--- config.mk ---
export PLATFORM = sky130hd
export DESIGN_NAME = clj_div
export DESIGN_NICKNAME = d
export VERILOG_FILES = /design/src/rtl/core/clj_pkg.sv /design/src/rtl/core/clj_div.sv
export SDC_FILE = /design/constraint.sdc
export NUM_CORES = 1
export LEC_CHECK = 0
export BUFFER_PORTS_ARGS = -buffer_cell sky130_fd_sc_hd__buf_2
export CORE_UTILIZATION = 25
export DETAILED_ROUTE_END_ITERATION = 8
export GPL_ROUTABILITY_DRIVEN = 1
export PLACE_DENSITY = 0.46
export SLEW_MARGIN = 30
export SYNTH_ARGS = -nofsm -noshare
export SYNTH_HDL_FRONTEND = slang
export SYNTH_SLANG_ARGS = --single-unit
export TNS_END_PERCENT = 1
--- constraint.sdc ---
create_clock -name clk -period 12.2 [get_ports clk]
set_input_delay 1.22 -clock clk [delete_from_list [all_inputs] [get_ports clk]]
set_output_delay 1.22 -clock clk [all_outputs]
set_load 0.01 [all_outputs]
--- src/rtl/core/clj_pkg.sv ---
`default_nettype none
// ----------------------------------------------------------------------------
// clj_pkg
// types and constants shared by the capped lennard-jones obstacle force block
// ----------------------------------------------------------------------------
package clj_pkg;

  localparam int MAX_RODS = 1024;
  localparam int ROD_W    = $clog2(MAX_RODS);

  typedef struct packed {
    logic signed [31:0] seg_x;
    logic signed [31:0] seg_y;
    logic signed [31:0] mass_x;
    logic signed [31:0] mass_y;
    logic [ROD_W-1:0]   rod_id;
    logic               last_segment;
  } clj_req_t;

  typedef struct packed {
    logic [ROD_W-1:0]   rod_index;
    logic signed [47:0] total_fx;
    logic signed [47:0] total_fy;
    logic signed [47:0] total_torque;
  } clj_rsp_t;

  localparam logic [2:0] REG_CX    = 3'd0;
  localparam logic [2:0] REG_CY    = 3'd1;
  localparam logic [2:0] REG_CUT   = 3'd2;
  localparam logic [2:0] REG_SIGMA = 3'd3;
  localparam logic [2:0] REG_ALPHA = 3'd4;
  localparam logic [2:0] REG_STR   = 3'd5;

  localparam logic [61:0] CAP   = {62{1'b1}};
  localparam logic [46:0] MAX47 = {47{1'b1}};

  // divider control between sequencer and divider
  typedef struct packed {
    logic        start;
    logic [63:0] num;
    logic [63:0] den;
  } clj_div_req_t;

endpackage
`default_nettype wire

--- src/rtl/core/clj_div.sv ---
`default_nettype none
// ----------------------------------------------------------------------------
// clj_div
// radix-2 restoring divider, 64-bit unsigned, one quotient bit per cycle
// ----------------------------------------------------------------------------
module clj_div
  import clj_pkg::*;
(
  input  wire logic         clk,
  input  wire logic         rst,
  input  wire clj_div_req_t req,
  output logic              done,
  output logic [63:0]       quo
);

  logic [63:0] rem;
  logic [63:0] num;
  logic [63:0] den;
  logic [6:0]  cnt;
  logic        busy;
  logic [64:0] trial;

  assign trial = {rem, num[63]} - {1'b0, den};

  always_ff @(posedge clk) begin
    if (rst) begin
      busy <= 1'b0;
      done <= 1'b0;
      cnt  <= '0;
    end else begin
      done <= 1'b0;
      if (req.start) begin
        busy <= 1'b1;
        cnt  <= 7'd64;
        rem  <= '0;
        num  <= req.num;
        den  <= req.den;
      end else if (busy) begin
        num <= {num[62:0], 1'b0};
        if (!trial[64]) begin
          rem <= trial[63:0];
          quo <= {quo[62:0], 1'b1};
        end else begin
          rem <= {rem[62:0], num[63]};
          quo <= {quo[62:0], 1'b0};
        end
        cnt <= cnt - 7'd1;
        if (cnt == 7'd1) begin
          busy <= 1'b0;
          done <= 1'b1;
        end
      end
    end
  end

endmodule
`default_nettype wire

==> results.sh <==
export IMPL_status="complete, no violations"
export IMPL_final_period_minus_worst_setup_slack_ps=4100
export IMPL_ioPinCount=196
export IMPL_synth_largest_type_area_fraction_pct=54.98
export IMPL_hpwlAfterDp_mm=24.24
export IMPL_instances_no_fill=2147
export IMPL_dpl_cell_count=2076
export IMPL_mappedNetlistArea_um2=13980
export IMPL_mappedNetlistNets=1379
export IMPL_grt_overflow_total=0
export IMPL_wire_length_of_the_first_global_routing_pass_mm=54.53
export IMPL_criticalPathCategory="flop to flop"
export IMPL_worst_slew_pin_slew_ps=820.8
export IMPL_tritoncts="done"
export IMPL_grt_start_max_net_pins=77
export IMPL_synthDominantAreaCellType="edfxtp_1"
export IMPL_cts_clk_slew_worst_paths_ps=60
export IMPL_first_pass_iters=5
export IMPL_critPathCaptureType="flop"
export IMPL_cap_violations=0
export IMPL_post_cts_repair_setup_buffers=0
export IMPL_holdBufCountCts=0
export IMPL_leakage_nw=6.685
export IMPL_synth_seq_area_share_pct=56.27
export IMPL_die_area_um2=56880
export IMPL_avgViaCountPerCell=4.481
export IMPL_tritoncts_num_buffers=36
export IMPL_grt_util_all_layers_pct=12.22
export IMPL_num_nets_final=1564
export IMPL_final_setup_tns_ps=0
export IMPL_tritoncts_num_sinks=265
export IMPL_critical_path_startpoint_type="flop"
export IMPL_total_via_count_in_the_routed_design=9620
export IMPL_route_antenna_remaining_nets=0
export IMPL_clk_latency_ps=560
export IMPL_grt_antenna_before_repair=23
export IMPL_htree_num_levels=2
export IMPL_cts_max_path_buffers=3
export IMPL_min_period_over_period_pct=33.61
export IMPL_chipHeight_um=238.5
export IMPL_finalSetupViolations=0
export IMPL_mapped_cells=1181
export IMPL_dpl_cell_area_um2=15730
export IMPL_dr_first_iter_drc_count=522
export IMPL_fin_skew_ps=24.75
export IMPL_synth_enable_flop_cells=256
export IMPL_ys_top_cells_by_area="edfxtp_1 55%, ha_1 5.9%, mux2_2 5.1%, mux2i_1 4.2%, nor2_1 3.3%"
export IMPL_dieWidth_um=238.5
export IMPL_wirelength_mm=34.73
export IMPL_fmax_mhz=243.9
export IMPL_required_ps=12470
export IMPL_holdCritPathClass="flop to flop"
export IMPL_cts_root_buffer_cell="clkbuf_16"
export IMPL_worstPathMaxFanout=35
export IMPL_placementRows=86
export IMPL_cts_resized_gates=0
export IMPL_timing_final_hold_violations=0
export IMPL_final_max_slew_viol_count=0
export IMPL_synth_flop_cell="edfxtp_1"
export IMPL_yosysUniqueCellTypes=63
export IMPL_detail_route_wl_per_cell_um=16.18
export IMPL_critPathArrivalTime_ps=4370
export IMPL_rsz_0062_raised_after_global_routing="no"
export IMPL_area_delta_synth_final_pct=20.87
export IMPL_vias_in_the_first_global_route=9779
export IMPL_vdd_ir_drop_worst_mv=0.09898
export IMPL_power_per_cell_area_nw_per_um2=163.5
export IMPL_ys_ff_latch=265
export IMPL_async_reset_ff_share_pct=0
export IMPL_portbufs=195
export IMPL_start_util_pct=25.33
export IMPL_finalInstanceArea_um2=16900
export IMPL_syn_area_per_cell_um2=11.84
export IMPL_routabilityCongestion=0.8355
export IMPL_core_area_um2=55200
export IMPL_ys_warn_count=0
export IMPL_post_route_cells_drive_above_1_share_pct=24.05
export IMPL_total_power_mw=2.763
export IMPL_drcViolationCount=0
export IMPL_worst_slew_margin_rel_pct=45.28
-- cell usage in the layout (no fill, tap or decap), types with 4 or more instances in the layout --
| cell | count |
|---|---|
| and2_1 | 4 |
| nor2b_1 | 9 |
| a31oi_1 | 12 |
| o21bai_1 | 8 |
| nor4_1 | 5 |
| dfxtp_1 | 9 |
| nand3_1 | 12 |
| xnor2_1 | 45 |
| diode_2 | 6 |
| clkinv_1 | 6 |
| buf_4 | 6 |
| o211ai_1 | 6 |
| ha_1 | 66 |
| and3_1 | 4 |
| clkbuf_16 | 36 |
| xor2_1 | 22 |
| nor3_1 | 9 |
| edfxtp_1 | 256 |
| a311oi_1 | 4 |
| a21o_1 | 27 |
| clkbuf_1 | 7 |
| a211oi_1 | 6 |
| nand2_1 | 59 |
| nand2b_1 | 10 |
| or2_2 | 4 |
| a21oi_1 | 88 |
| buf_2 | 194 |
| inv_1 | 84 |
| nand4_1 | 26 |
| o21a_1 | 6 |
| nor2_1 | 122 |
| mux2i_1 | 58 |
| mux2_2 | 63 |
| o31ai_1 | 9 |
| o21ai_0 | 50 |
-- sequential cells by signal, summed over array words and instances, names as in the netlist --
register / cells
den: 64
num: 64
quo: 64
rem: 64
cnt: 7
busy: 1
done: 1
-- per-layer routing --
metal | part of all wire (%) | track usage, %
met1 | 46 | 16.19
met2 | 43 | 18.21
met3 | 7.5 | 4.527
met4 | 2.6 | 4.157
met5 | 0.43 | 0
-- cell type report --
cell class	count	area, µm²
fill	5688	38300
sequential	265	7868
multi-input combinational	776	5567
timing repair buffer	203	1050
clock buffer	45	954.7
tap	748	935.9
inverter	84	315.3
clock inverter	20	195.2
antenna	6	15.01
-- cells by family after synthesis --
family / after synthesis / synth area share, %
AOI/OAI and AO/OA: 244 / 10.94
xor gates and xnor gates: 68 / 4.394
adders and majority gates: 67 / 6.049
buffers and inverters: 140 / 4.080
DFF: 265 / 56.27
muxes: 122 / 9.333
and+or+nand+nor: 275 / 8.940
-- power breakdown --
group | internal, mW | total [mW] | switching [mW]
clock | 0.605 | 1.03 | 0.428
sequential | 1.08 | 1.11 | 0.0273
combinational | 0.257 | 0.620 | 0.363
total | 1.94 | 2.76 | 0.818
-- synthesized netlist by cell type, types with 6 or more instances --
master    count
inv_1        84
o21ai_0      50
mux2_2       63
a21o_1       27
nor3_1        9
a211oi_1      6
nor2_1      124
o21a_1        6
nand4_1      26
dfxtp_1       9
nor2b_1      10
clkbuf_1     38
o211ai_1      6
xnor2_1      45
o31ai_1       9
a31oi_1      12
ha_1         66
a21oi_1      88
o21bai_1      8
buf_2        11
mux2i_1      58
xor2_1       22
nand3_1      12
edfxtp_1    256
nand2b_1     10
nand2_1      59
-- worst max-delay path, cell delays in order, from the launching register on --
cell and delay [ps]:
edfxtp_1 390, inv_1 70, ha_1 180, fa_1 210, nand2b_1 130, a21oi_1 130
o41ai_2 510, a21oi_1 160, a211oi_2 480, o211ai_2 210, a31oi_4 270, xnor2_4 140
buf_4 540, mux2i_1 310, nor2_1 60
-- worst paths after layout --
check	startpoint	to	slack, ps	cells after the start
worst max-delay path	num[63]	rem[19]	8100	14
worst min-delay path	quo[2]	quo[3]	440	0
worst max register to register	num[63]	rem[19]	8100	14
worst min register to register	quo[2]	quo[3]	440	0
-- metrics by stage --
| stage | hold WS (ps) | setup WS [ps] | util, % |
|---|---|---|---|
| 2_1_floorplan | 468.5 | 4401 | - |
| 3_3_place_gp | 427.0 | 8019 | 28.49 |
| 3_5_place_dp | 429.9 | 8058 | 28.49 |
| 4_1_cts | 445.2 | 8017 | 30.57 |
| 5_1_grt | 449.1 | 7708 | 30.61 |
| 6_report | 442.2 | 8100 | 30.62 |
Power figures use the tool's default switching activity.
